===== src/design/ecpa_pkg.sv =====
// shared constants, status codes and register indexes for the point adder
// no dependencies
`timescale 1ns / 1ps
package ecpa_pkg;
  localparam int FieldBitsDef = 8;
  localparam logic [7:0] PrimeRst = 8'd101;
  localparam logic [7:0] CurveARst = 8'd25;
  localparam logic [1:0] ST_OK    = 2'd0;
  localparam logic [1:0] ST_INF   = 2'd1;
  localparam logic [1:0] ST_NOINV = 2'd2;
  localparam logic [1:0] ST_RANGE = 2'd3;
  localparam logic REG_PRIME = 1'b0;
  localparam logic REG_A     = 1'b1;
endpackage


===== src/design/ecpa_mulmod.sv =====
// bit-serial modular multiplier: msb-first double and add, one bit per cycle
// uses ecpa_pkg; operands must be below the modulus
`timescale 1ns / 1ps
module ecpa_mulmod import ecpa_pkg::*; #(
  parameter int W = FieldBitsDef
) (
  input  logic         clk,
  input  logic         rst_n,
  input  logic         start,
  input  logic [W-1:0] op_a,
  input  logic [W-1:0] op_b,
  input  logic [W-1:0] modulus,
  output logic         done,
  output logic [W-1:0] prod
);
  localparam int CW = $clog2(W + 1);
  logic [W-1:0] acc_r, acc_nxt, b_r, b_nxt, a_r;
  logic [CW-1:0] cnt_r, cnt_nxt;
  logic busy_r, busy_nxt, done_r, done_nxt;
  logic [W:0] dbl, dbl_red, add, add_red;

  always_comb begin
    dbl = {acc_r, 1'b0};
    dbl_red = (dbl >= {1'b0, modulus}) ? dbl - {1'b0, modulus} : dbl;
    add = dbl_red + (b_r[W-1] ? {1'b0, a_r} : '0);
    add_red = (add >= {1'b0, modulus}) ? add - {1'b0, modulus} : add;
    acc_nxt = acc_r; b_nxt = b_r; cnt_nxt = cnt_r; busy_nxt = busy_r; done_nxt = 1'b0;
    if (start) begin
      acc_nxt = '0; b_nxt = op_b; cnt_nxt = CW'(W); busy_nxt = 1'b1;
    end else if (busy_r) begin
      acc_nxt = add_red[W-1:0];
      b_nxt = {b_r[W-2:0], 1'b0};
      cnt_nxt = cnt_r - 1'b1;
      if (cnt_r == CW'(1)) begin
        busy_nxt = 1'b0; done_nxt = 1'b1;
      end
    end
  end

  always_ff @(posedge clk) begin
    if (!rst_n) begin
      busy_r <= 1'b0; done_r <= 1'b0; cnt_r <= '0;
    end else begin
      busy_r <= busy_nxt; done_r <= done_nxt; cnt_r <= cnt_nxt;
    end
    acc_r <= acc_nxt; b_r <= b_nxt;
    if (start) a_r <= op_a;
  end

  assign done = done_r;
  assign prod = acc_r;
endmodule


===== src/design/ec_point_add_prime_field.sv =====
// top level of the affine point adder over a small prime field
// uses ecpa_pkg and ecpa_mulmod
// out of range and infinity cases go from the check stage straight to the result;
// every serial multiply stage has a launch, the bit steps and a done;
// a chord runs inverse trials (1 to p-1), then slope, slope square and r_y multiplies;
// a tangent first reduces a, squares p_x and adds; no inverse after p-1 trials ends early
// throughput: one request at a time, set by the single bit-serial multiplier
// reset: synchronous active low, registers return to p=101, a=25, block idle
`timescale 1ns / 1ps
module ec_point_add_prime_field import ecpa_pkg::*; #(
  parameter int FIELD_BITS = FieldBitsDef
) (
  input  logic                    clk,
  input  logic                    rst_n,
  input  logic                    in_tvalid,
  output logic                    in_tready,
  input  logic [4*FIELD_BITS-1:0] in_tdata,   // p_x, p_y, q_x, q_y from lsb
  output logic                    out_tvalid,
  input  logic                    out_tready,
  output logic [2*FIELD_BITS-1:0] out_tdata,  // r_x, r_y from lsb
  output logic [1:0]              out_tuser,  // status
  input  logic                    cfg_valid,
  output logic                    cfg_ready,
  input  logic                    cfg_index,
  input  logic [FIELD_BITS-1:0]   cfg_data
);
  localparam int W = FIELD_BITS;

  typedef enum logic [3:0] {
    S_IDLE, S_CHK, S_AMOD, S_SQ, S_TRI, S_INV, S_SLOPE, S_SSQ, S_RY, S_OUT
  } state_t;

  state_t st_r;
  logic [W-1:0] prime_r, a_r;
  logic [W-1:0] px_r, py_r, qx_r, qy_r;
  logic [W-1:0] num_r, den_r, inv_r, slope_r, rx_r, ry_r;
  logic [1:0] status_r;
  logic out_valid_r;
  logic busy_r;             // multiply in flight

  logic mstart;
  logic [W-1:0] ma, mb;
  logic mdone;
  logic [W-1:0] mprod;

  ecpa_mulmod #(.W(W)) u_mul (
    .clk(clk), .rst_n(rst_n), .start(mstart), .op_a(ma), .op_b(mb),
    .modulus(prime_r), .done(mdone), .prod(mprod)
  );

  // modular add and subtract for operands below the modulus
  function automatic logic [W-1:0] madd(input logic [W-1:0] u, v, m);
    logic [W:0] s;
    s = {1'b0, u} + {1'b0, v};
    if (s >= {1'b0, m}) s = s - {1'b0, m};
    return s[W-1:0];
  endfunction
  function automatic logic [W-1:0] msub(input logic [W-1:0] u, v, m);
    logic [W:0] s;
    s = {1'b0, u} + {1'b0, m} - {1'b0, v};
    if (s >= {1'b0, m}) s = s - {1'b0, m};
    return s[W-1:0];
  endfunction

  logic acc_in, acc_out;
  assign in_tready = (st_r == S_IDLE) && !out_valid_r;
  assign acc_in = in_tvalid && in_tready;
  assign acc_out = out_tvalid && out_tready;
  assign cfg_ready = 1'b1;
  assign out_tvalid = out_valid_r;
  assign out_tdata = {ry_r, rx_r};
  assign out_tuser = status_r;

  logic [W-1:0] pxl, pyl, qxl, qyl;
  assign pxl = in_tdata[W-1:0];
  assign pyl = in_tdata[2*W-1:W];
  assign qxl = in_tdata[3*W-1:2*W];
  assign qyl = in_tdata[4*W-1:3*W];

  // operand selection; mstart pulses when a stage launches a multiply
  logic [W-1:0] one_m;
  assign one_m = (prime_r == W'(1)) ? '0 : W'(1);
  always_comb begin
    ma = '0; mb = '0;
    case (st_r)
      // a walks through the serial operand, so a at or above p is fully reduced
      S_AMOD:  begin ma = one_m;   mb = a_r; end
      S_SQ:    begin ma = px_r;    mb = px_r; end
      S_INV:   begin ma = den_r;   mb = inv_r; end
      S_SLOPE: begin ma = num_r;   mb = inv_r; end
      S_SSQ:   begin ma = slope_r; mb = slope_r; end
      S_RY:    begin ma = slope_r; mb = msub(px_r, rx_r, prime_r); end
      default: begin ma = '0;      mb = '0; end
    endcase
    mstart = !busy_r && (st_r == S_AMOD || st_r == S_SQ ||
             st_r == S_INV || st_r == S_SLOPE || st_r == S_SSQ || st_r == S_RY);
  end

  always_ff @(posedge clk) begin
    if (!rst_n) begin
      st_r <= S_IDLE; prime_r <= PrimeRst; a_r <= CurveARst;
      out_valid_r <= 1'b0; busy_r <= 1'b0;
    end else begin
      if (cfg_valid && cfg_ready) begin
        if (cfg_index == REG_PRIME) prime_r <= cfg_data;
        else a_r <= cfg_data;
      end
      if (acc_out) out_valid_r <= 1'b0;
      if (mstart) busy_r <= 1'b1;
      else if (mdone) busy_r <= 1'b0;
      case (st_r)
        S_IDLE: begin
          if (acc_in) begin
            px_r <= pxl; py_r <= pyl; qx_r <= qxl; qy_r <= qyl;
            rx_r <= '0; ry_r <= '0;
            st_r <= S_CHK;
          end
        end
        S_CHK: begin
          if (px_r >= prime_r || py_r >= prime_r || qx_r >= prime_r ||
              qy_r >= prime_r) begin
            status_r <= ST_RANGE; st_r <= S_OUT;
          end else if (px_r == qx_r && madd(py_r, qy_r, prime_r) == '0) begin
            status_r <= ST_INF; st_r <= S_OUT;
          end else if (px_r == qx_r && py_r == qy_r) begin
            status_r <= ST_OK;
            den_r <= madd(py_r, py_r, prime_r);
            st_r <= S_AMOD;
          end else begin
            status_r <= ST_OK;
            num_r <= msub(qy_r, py_r, prime_r);
            den_r <= msub(qx_r, px_r, prime_r);
            inv_r <= W'(1);
            st_r <= S_INV;
          end
        end
        S_AMOD: if (mdone) begin
          // a mod p, reduced by a serial multiply by one
          ry_r <= mprod; st_r <= S_SQ;
        end
        S_SQ: if (mdone) begin
          num_r <= madd(madd(mprod, mprod, prime_r), mprod, prime_r);
          st_r <= S_TRI;
        end
        S_TRI: begin
          // num already holds 3x^2; add a mod p without another multiply
          num_r <= madd(num_r, ry_r, prime_r);
          ry_r <= '0; inv_r <= W'(1);
          st_r <= S_INV;
        end
        S_INV: if (mdone) begin
          if (mprod == W'(1) && prime_r != W'(1)) st_r <= S_SLOPE;
          else if ({1'b0, inv_r} + 1'b1 >= {1'b0, prime_r}) begin
            status_r <= ST_NOINV; st_r <= S_OUT;
          end else inv_r <= inv_r + 1'b1;
        end
        S_SLOPE: if (mdone) begin
          slope_r <= mprod; st_r <= S_SSQ;
        end
        S_SSQ: if (mdone) begin
          rx_r <= msub(msub(mprod, px_r, prime_r), qx_r, prime_r);
          st_r <= S_RY;
        end
        S_RY: if (mdone) begin
          ry_r <= msub(mprod, py_r, prime_r);
          st_r <= S_OUT;
        end
        S_OUT: begin
          out_valid_r <= 1'b1; st_r <= S_IDLE;
        end
        default: st_r <= S_IDLE;
      endcase
    end
  end

  // the tangent path's add-only stage must see no product done while no multiply is in flight
  a_tri_nomul: assert property (@(posedge clk) disable iff (!rst_n)
    (st_r == S_TRI) |-> !mdone || busy_r) else $error("tri stage saw stray product");
  // a non-ok status never carries coordinates
  a_zero_xy: assert property (@(posedge clk) disable iff (!rst_n)
    (out_tvalid && out_tuser != ST_OK) |-> (out_tdata == '0))
    else $error("coordinates with non-ok status");
  // no new request while a result waits
  a_no_overlap: assert property (@(posedge clk) disable iff (!rst_n)
    out_tvalid |-> !in_tready) else $error("input open while result pending");
endmodule

===== config.mk =====
export PLATFORM = sky130hd
export DESIGN_NAME = ec_point_add_prime_field
export DESIGN_NICKNAME = d
export VERILOG_FILES = /design/src/design/ecpa_pkg.sv /design/src/design/ecpa_mulmod.sv /design/src/design/ec_point_add_prime_field.sv
export SDC_FILE = /design/constraint.sdc
export NUM_CORES = 1
export LEC_CHECK = 0
export ABC_AREA = 1
export ABC_CLOCK_PERIOD_IN_PS = 9300
export BUFFER_PORTS_ARGS = -buffer_cell sky130_fd_sc_hd__buf_4
export CAP_MARGIN = 5
export CORE_MARGIN = 2
export CORE_UTILIZATION = 30
export DETAILED_ROUTE_END_ITERATION = 7
export HOLD_SLACK_MARGIN = 0.12
export SLEW_MARGIN = 0
export SYNTH_ARGS = -nofsm -noshare
export SYNTH_HDL_FRONTEND = slang
export SYNTH_SLANG_ARGS = --single-unit

===== constraint.sdc =====
create_clock -name clk -period 9.3 [get_ports clk]
set_input_delay 0.465 -clock clk [delete_from_list [all_inputs] [get_ports clk]]
set_output_delay 0.465 -clock clk [all_outputs]
set_load 0.01 [all_outputs]

==> Word level (Yosys, flattened, before mapping) <==
Cells that the tools add are included.
{ "totals": {"input_bits": 46, "n_memories": 0, "latchBits": 0, "mem_bits_ro": 0, "regBits": 134, "elab_cells": 226, "mem_bits_rw": 0, "out_inout_bits": 21} }
{ "classes": {"mul": 0, "n_bitwise": 5, "n_eq_ne": 29, "shifts": 0, "n_lt_le_gt_ge": 18, "n_div": 0, "addsub": 33, "muxes": 76, "reduce_logical": 42} }
{ "op_table": {"columns": ["operator", "count"], "rows": [
  ["2-to-1 mux 8 bit", 39],
  [">= comparator 9 x 8 -> 1 bit", 14],
  ["subtractor 8 bit", 12],
  ["adder 8 x 8 -> 9 bit", 10],
  ["one-hot mux 8 bit (5 select lines)", 2],
  ["subtractor 9 x 8 -> 9 bit", 7],
  ["2-to-1 mux 4 bit", 13],
  ["one-hot mux 8 bit (3 select lines)", 2],
  ["one-hot mux 4 bit (9 select lines)", 1],
  [">= comparator 8 bit", 4],
  ["one-hot mux 8 bit (4 select lines)", 1],
  ["equality test 4 x 3 -> 1 bit, second input constant", 4],
  ["equality test 8 x 1 -> 1 bit, second input constant", 2],
  ["equality test 8 bit", 2],
  ["one-hot mux 8 bit (2 select lines)", 1],
  ["AND reduction 8 bit", 2],
  ["inequality test 2 x 1 -> 1 bit, second input constant", 7],
  ["inequality test 2 bit, second input constant", 6],
  ["2-to-1 mux 1 bit", 10],
  ["AND reduction 5 bit", 2],
  ["nonzero test 2 bit", 5],
  ["adder 8 x 1 -> 9 bit, second input constant", 1],
  ["adder 9 x 8 -> 9 bit", 1],
  ["2-to-1 mux 9 bit", 1],
  ["24 further kinds", 54]
]} }

==> Depth between registers and ports, before layout <==
{ "depth": {"depth_word": 13, "mapped_depth": 43, "ltp_nobuf": 42} }

==> Modules after synthesis <==
A second synthesis with hierarchy kept.
{ "hier_totals": {"cells_unflattened": 2232, "area_unflattened_um2": 16554.6} }
{ "modules_own_cells": {"columns": ["module", "area_each_um2", "seq_area_each_um2", "n_inst", "cells_each"], "rows": [
  ["ec_point_add_prime_field", 14058.5, 2902.8, 1, 1894],
  ["ecpa_mulmod", 2496.1, 760.7, 1, 338]
]} }

==> Least setup slack after synthesis <==
No wires, ideal clock.
{ "synth_timing": {"kind": "register -> register", "startpoint": "register prime_r[0]", "endpoint": "register rx_r[2] (data pin)", "stages_incl_launch_ff": 37, "arrival_time_ns": 7.191, "synth_period_minus_slack_ns": 7.358, "setup_time_ns": 0.167, "t_required_ns": 9.133, "path_slack_ns": 1.942, "n_path_buf": 2, "cell_sequence": "dfxtp_1 > ha_1 > fa_1 > xor2_1 > ha_1 > nand2_1 > o21ai_0 > a21oi_1 > o21ai_0 > xor2_1 > inv_1 > ha_1 > inv_1 > nor3_1 > nand2_1 > o311ai_0 > a221oi_2 > nand2_2 > buf_6 > nand2_1 > o21ai_2 > fa_1 > inv_1 > fa_1 > o21ai_0 > a21oi_1 > o21ai_0 > xnor2_1 > inv_1 > ha_1 > inv_1 > o311ai_0 > a21oi_1 > nand2_1 > buf_2 > nor2_1 > a211oi_1"} }
{ "synth_via": {"elab_chain_cells": 13, "elab_cells_between_ends": 15, "cone_classes": "6 x add/sub; 2 x order compare; 7 x mux"} }
{ "synth_rtl": {"columns": ["item", "line_no", "source"], "rows": [
  ["from (decl)", "ec_point_add_prime_field.sv:34", "logic [W-1:0] prime_r, a_r;"],
  ["from (signal assigned)", "ec_point_add_prime_field.sv:105", "if (cfg_index == REG_PRIME) prime_r <= cfg_data;"],
  ["adder 8 x 8 -> 9 bit", "ec_point_add_prime_field.sv:60", "s = {1'b0, u} + {1'b0, m} - {1'b0, v};"],
  ["subtractor 9 x 8 -> 9 bit", "ec_point_add_prime_field.sv:60", null],
  ["subtractor 8 bit or >= comparator 9 x 8 -> 1 bit (tied branches)", "ec_point_add_prime_field.sv:61", "if (s >= {1'b0, m}) s = s - {1'b0, m};"],
  ["2-to-1 mux 8 bit", "ec_point_add_prime_field.sv:61", null],
  ["2-to-1 mux 8 bit", "ec_point_add_prime_field.sv:160", "S_SSQ: if (mdone) begin"],
  ["2-to-1 mux 8 bit", "ec_point_add_prime_field.sv:111", "case (st_r)"],
  ["2-to-1 mux 8 bit", "ec_point_add_prime_field.sv:100", "if (!rst_n) begin"],
  ["adder 8 x 8 -> 9 bit", "ec_point_add_prime_field.sv:60", null],
  ["subtractor 9 x 8 -> 9 bit", "ec_point_add_prime_field.sv:60", null],
  ["subtractor 8 bit or >= comparator 9 x 8 -> 1 bit (tied branches)", "ec_point_add_prime_field.sv:61", null],
  ["2-to-1 mux 8 bit *", "ec_point_add_prime_field.sv:61", null],
  ["2-to-1 mux 8 bit *", "ec_point_add_prime_field.sv:160", null],
  ["one-hot mux 8 bit (2 select lines) *", "ec_point_add_prime_field.sv:111", null],
  ["to (signal assigned)", "ec_point_add_prime_field.sv:161", "rx_r <= msub(msub(mprod, px_r, prime_r), qx_r, prime_r);"],
  ["to (decl)", "ec_point_add_prime_field.sv:36", "logic [W-1:0] num_r, den_r, inv_r, slope_r, rx_r, ry_r;"]
]} }
Mark *: on every way between the ends. The rest lies on a longest branch, timed or not. The select of a mux whose other input is x is not followed.
A chain may end at the register's enable or synchronous reset.

==> Final worst setup path <==
{ "layout_timing": {"startpoint": "register u_mul.acc_r[0], in the netlist u_mul.prod[0]", "endpoint": "register rx_r[1] (data pin)"} }
{ "layout_via": {"elab_chain_cells": 13, "elab_cells_between_ends": 15, "cone_classes": "6 x add/sub; 2 x order compare; 7 x mux"} }
{ "layout_rtl": {"columns": ["item", "line_no", "source"], "rows": [
  ["from (decl)", "ecpa_mulmod.sv:17", "logic [W-1:0] acc_r, acc_nxt, b_r, b_nxt, a_r;"],
  ["from (signal assigned)", "ecpa_mulmod.sv:46", "acc_r <= acc_nxt; b_r <= b_nxt;"],
  ["adder 8 x 8 -> 9 bit *", "ec_point_add_prime_field.sv:60", null],
  ["subtractor 9 x 8 -> 9 bit *", "ec_point_add_prime_field.sv:60", null],
  ["subtractor 8 bit or >= comparator 9 x 8 -> 1 bit (tied branches)", "ec_point_add_prime_field.sv:61", null],
  ["2-to-1 mux 8 bit *", "ec_point_add_prime_field.sv:61", null],
  ["2-to-1 mux 8 bit *", "ec_point_add_prime_field.sv:160", null],
  ["2-to-1 mux 8 bit *", "ec_point_add_prime_field.sv:111", null],
  ["2-to-1 mux 8 bit *", "ec_point_add_prime_field.sv:100", null],
  ["adder 8 x 8 -> 9 bit *", "ec_point_add_prime_field.sv:60", null],
  ["subtractor 9 x 8 -> 9 bit *", "ec_point_add_prime_field.sv:60", null],
  ["subtractor 8 bit or >= comparator 9 x 8 -> 1 bit (tied branches)", "ec_point_add_prime_field.sv:61", null],
  ["2-to-1 mux 8 bit *", "ec_point_add_prime_field.sv:61", null],
  ["2-to-1 mux 8 bit *", "ec_point_add_prime_field.sv:160", null],
  ["one-hot mux 8 bit (2 select lines) *", "ec_point_add_prime_field.sv:111", null]
]} }
Marks and branches as above.

==> insert_results.sql <==
INSERT INTO impl_metrics (metric_group, metric, value, unit) VALUES
('run_status', 'status', 'complete, no violations', ''),
('placement', 'buffer_ports.inserted', '65', ''),
('floorplan', 'floorplan.io_pins', '67', ''),
('detailed_routing', 'wl_per_cell', '17.7', 'um'),
('clock_tree', 'clkSlewWorstSetupHoldPaths', '0.07', 'ns'),
('clock_tree', 'hold_buffers', '0', ''),
('global_route', 'first_global_vias', '14331', ''),
('setup_path', 'worst_setup_path_end_kind', 'flip-flop', ''),
('setup_path', 'critical_path_class', 'flip-flop to flip-flop', ''),
('logic_synthesis', 'synth.yosys.seq_area_share', '22.8', '%'),
('global_route', 'grt_pass1_wl', '79500', 'um'),
('floorplan', 'rows', '84', ''),
('detailed_routing', 'first_pass_iters', '5', ''),
('global_route', 'global_route.overflow_total', '0', ''),
('layout', 'antenna_diode_count', '0', ''),
('floorplan', 'total_die_area', '55500', 'um^2'),
('logic_synthesis', 'syn_inst', '2139', ''),
('global_route', 'antenna_found_initial', '0', ''),
('timing', 'clock-skew-final', '0.0127', 'ns'),
('logic_synthesis', 'synth_cell_types', '60', ''),
('setup_path', 'crit_path_max_fanout', '14', ''),
('global_route', 'grt_use_total', '18.5', '%'),
('clock_tree', 'post-cts-setup-buffer-count', '0', ''),
('detailed_routing', 'route.detailed.vias_per_inst', '5.12', ''),
('clock_tree', 'clk_latency', '0.46', 'ns'),
('logic_synthesis', 'ys.flop_type', 'edfxtp_1', ''),
('timing', 'fmax', '120', 'MHz'),
('logic_synthesis', 'synth-edff-count', '98', ''),
('detailed_routing', 'ant_nets', '0', ''),
('timing', 'worst-slew-pin-transition', '1.05', 'ns'),
('logic_synthesis', 'synth_warn', '0', ''),
('global_route', 'pin_count_of_the_biggest_net_entering_global_routing', '33', ''),
('timing', 'maxSlewHeadroom', '29.9', '%'),
('setup_path', 'critPathRequiredTime', '9.49', 'ns'),
('clock_tree', 'cts_tree', 'built', ''),
('worst_hold_path', 'hold_path_class', 'primary input to flip-flop', ''),
('placement', 'hpwl_after_detailed_placement', '40900', 'um'),
('timing', 'fin_hold_viols', '0', ''),
('detailed_routing', 'remaining_drc_errors', '0', ''),
('setup_path', 'crit_path_frequent_cell', 'inv_1', ''),
('layout', 'finish.instance_area', '18000', 'um^2'),
('layout', 'stdcell_count', '2921', ''),
('floorplan', 'dieHeight', '236', 'um'),
('detailed_routing', 'dr_total_vias', '14958', ''),
('floorplan', 'initial_utilization', '30.5', '%'),
('placement', 'placed_cells', '2890', ''),
('floorplan', 'die_w', '236', 'um'),
('timing', 'setup-tns-final', '0', 'ns'),
('detailed_routing', 'drt_iter0_markers', '1094', ''),
('clock_tree', 'cts-root-to-sink-buffers', '2', ''),
('logic_synthesis', 'syn_nets', '2464', ''),
('layout', 'fin_nets', '2546', ''),
('logic_synthesis', 'ys_async_sr_fraction', '0', '%'),
('timing', 'post-route-period-util', '89.7', '%'),
('timing', 'setup-violations-final', '0', ''),
('setup_path', 'worst_path_largest_cell_delay', '0.51', 'ns'),
('placement', 'dpl_cell_area', '17400', 'um^2'),
('clock_tree', 'tritoncts_num_sinks', '134', ''),
('layout', 'proportion_of_layout_cells_with_a_drive_suffix_above_1', '7.70', '%'),
('logic_synthesis', 'synth-seq-cells', '134', ''),
('floorplan', 'design.core.area', '52800', 'um^2'),
('logic_synthesis', 'synth_area', '16100', 'um^2'),
('detailed_routing', 'routed_wl', '51700', 'um'),
('setup_path', 'slowest_stage_cell_on_the_critical_path', 'fa_1', ''),
('placement', 'gpl.final_weighted_congestion', '0.932', ''),
('layout', 'layout-area-overhead-vs-synth', '11.7', '%'),
('clock_tree', 'cts_max_level', '4', ''),
('setup_path', 'startpoint_type', 'flip-flop', ''),
('timing', 'rsz0062_at_grt', 'false', ''),
('clock_tree', 'clockRootBuffer', 'clkbuf_16', ''),
('setup_path', 'arrival', '8.53', 'ns'),
('timing', 'finalWorstPathRequiredPeriod', '8.34', 'ns'),
('clock_tree', 'cts_resized', '0', ''),
('timing', 'report.final.slew_viol_count', '0', ''),
('clock_tree', 'tritoncts.num_buffers', '17', ''),
('run', 'max_cap_viol_count', '0', ''),
('logic_synthesis', 'post_synth.cell_area_avg', '7.52', 'um^2');
[synthesized netlist by cell type (all sizes together) (25+ instances only)]
library cell | count | area [um^2]
nor3 | 29 | 165
dfxtp | 36 | 721
xnor2 | 46 | 418
o21ai | 116 | 626
nor2 | 141 | 573
inv | 370 | 1390
ha | 228 | 2850
nand4 | 33 | 206
a21oi | 210 | 1060
edfxtp | 98 | 2940
xor2 | 86 | 753
fa | 51 | 1020
nand2 | 435 | 1670
o211ai | 25 | 188
nand3 | 127 | 646
[final timing paths]
check / from / end / slack [ns] / cells past startpoint
setup / recovery: u_mul.prod[0] / rx_r[1] / 0.96 / 35
hold / removal: in_tdata[15] / py_r[7] / 0.18 / 1
setup reg to reg: u_mul.prod[0] / rx_r[1] / 0.96 / 35
hold reg to reg: u_mul.cnt_r[1] / u_mul.cnt_r[1] / 0.46 / 2
[per-layer routing]
layer / global-route usage [%] / routed length (um) / vias up / share of wire [%]
met1: 24.2 / 23300 / 7055 / 45
met4: 5.94 / 1460 / 0 / 2.8
met5: 0 / 0 / - / 0
met2: 30.1 / 23300 / 469 / 45
met3: 4.35 / 3640 / 85 / 7.0
li1: - / - / 7349 / -
[cell type report]
| class | instances | area [um^2] |
|---|---|---|
| fill | 5598 | 34800 |
| sequential | 134 | 3660 |
| timing repair buffer | 82 | 616 |
| inverter | 372 | 1400 |
| clock buffer | 21 | 462 |
| clock inverter | 10 | 72.6 |
| multi-input combinational | 1614 | 10900 |
| tap | 688 | 861 |
[placed cells by master, fill, tap and decap left out, types with 6 or more instances in the layout]
cell / n
buf_4: 82
nor4_1: 10
xor2_1: 86
nand3b_1: 11
edfxtp_1: 98
ha_1: 228
nand2_2: 8
nor3_1: 25
xnor2_1: 44
nand3_1: 125
nand4_1: 33
o21ai_2: 9
inv_1: 361
fa_1: 51
o21ai_0: 98
nor2_1: 132
o21bai_1: 11
o311ai_0: 6
o211ai_1: 25
a21oi_1: 207
o21ai_1: 8
dfxtp_1: 36
clkbuf_16: 18
inv_2: 8
nand2_1: 425
[through the flow]
stage / hold WS, ns / utilization [%] / setup WS [ns]
after global routing: 0.161 / 34.1 / 0.0740
after global placement: 0.451 / 33.1 / 1.22
final: 0.185 / 34.1 / 0.960
after detailed placement: 0.455 / 33.1 / 1.04
after floorplan: 0.438 / - / 1.94
after CTS: 0.157 / 34.1 / 1.00
[critical path, delay by kind of cell (launching register included)]
family                   cells  cell delay (ns)
XOR/XNOR                     3             0.69
adder cells (fa/ha/maj)      7             2.60
AND/OR/NAND/NOR              6             0.92
AO/OA/AOI/OAI               13             2.90
buffers and inverters        6             0.56
flip-flops                   1             0.39
[kinds of logic after synthesis]
logic type,after synthesis,synth area share (%)
AOI/OAI and AO/OA,411,14.9
xor gates and xnor gates,132,7.28
adders and majority gates,279,24.1
buffers and inverters,391,9.56
DFF,134,22.8
other,1,0.0233
and+or+nand+nor,791,21.4
Power is left out: the tool's default activity adds up to more than one toggle a clock period on the data nets, which glitch-free logic cannot reach.
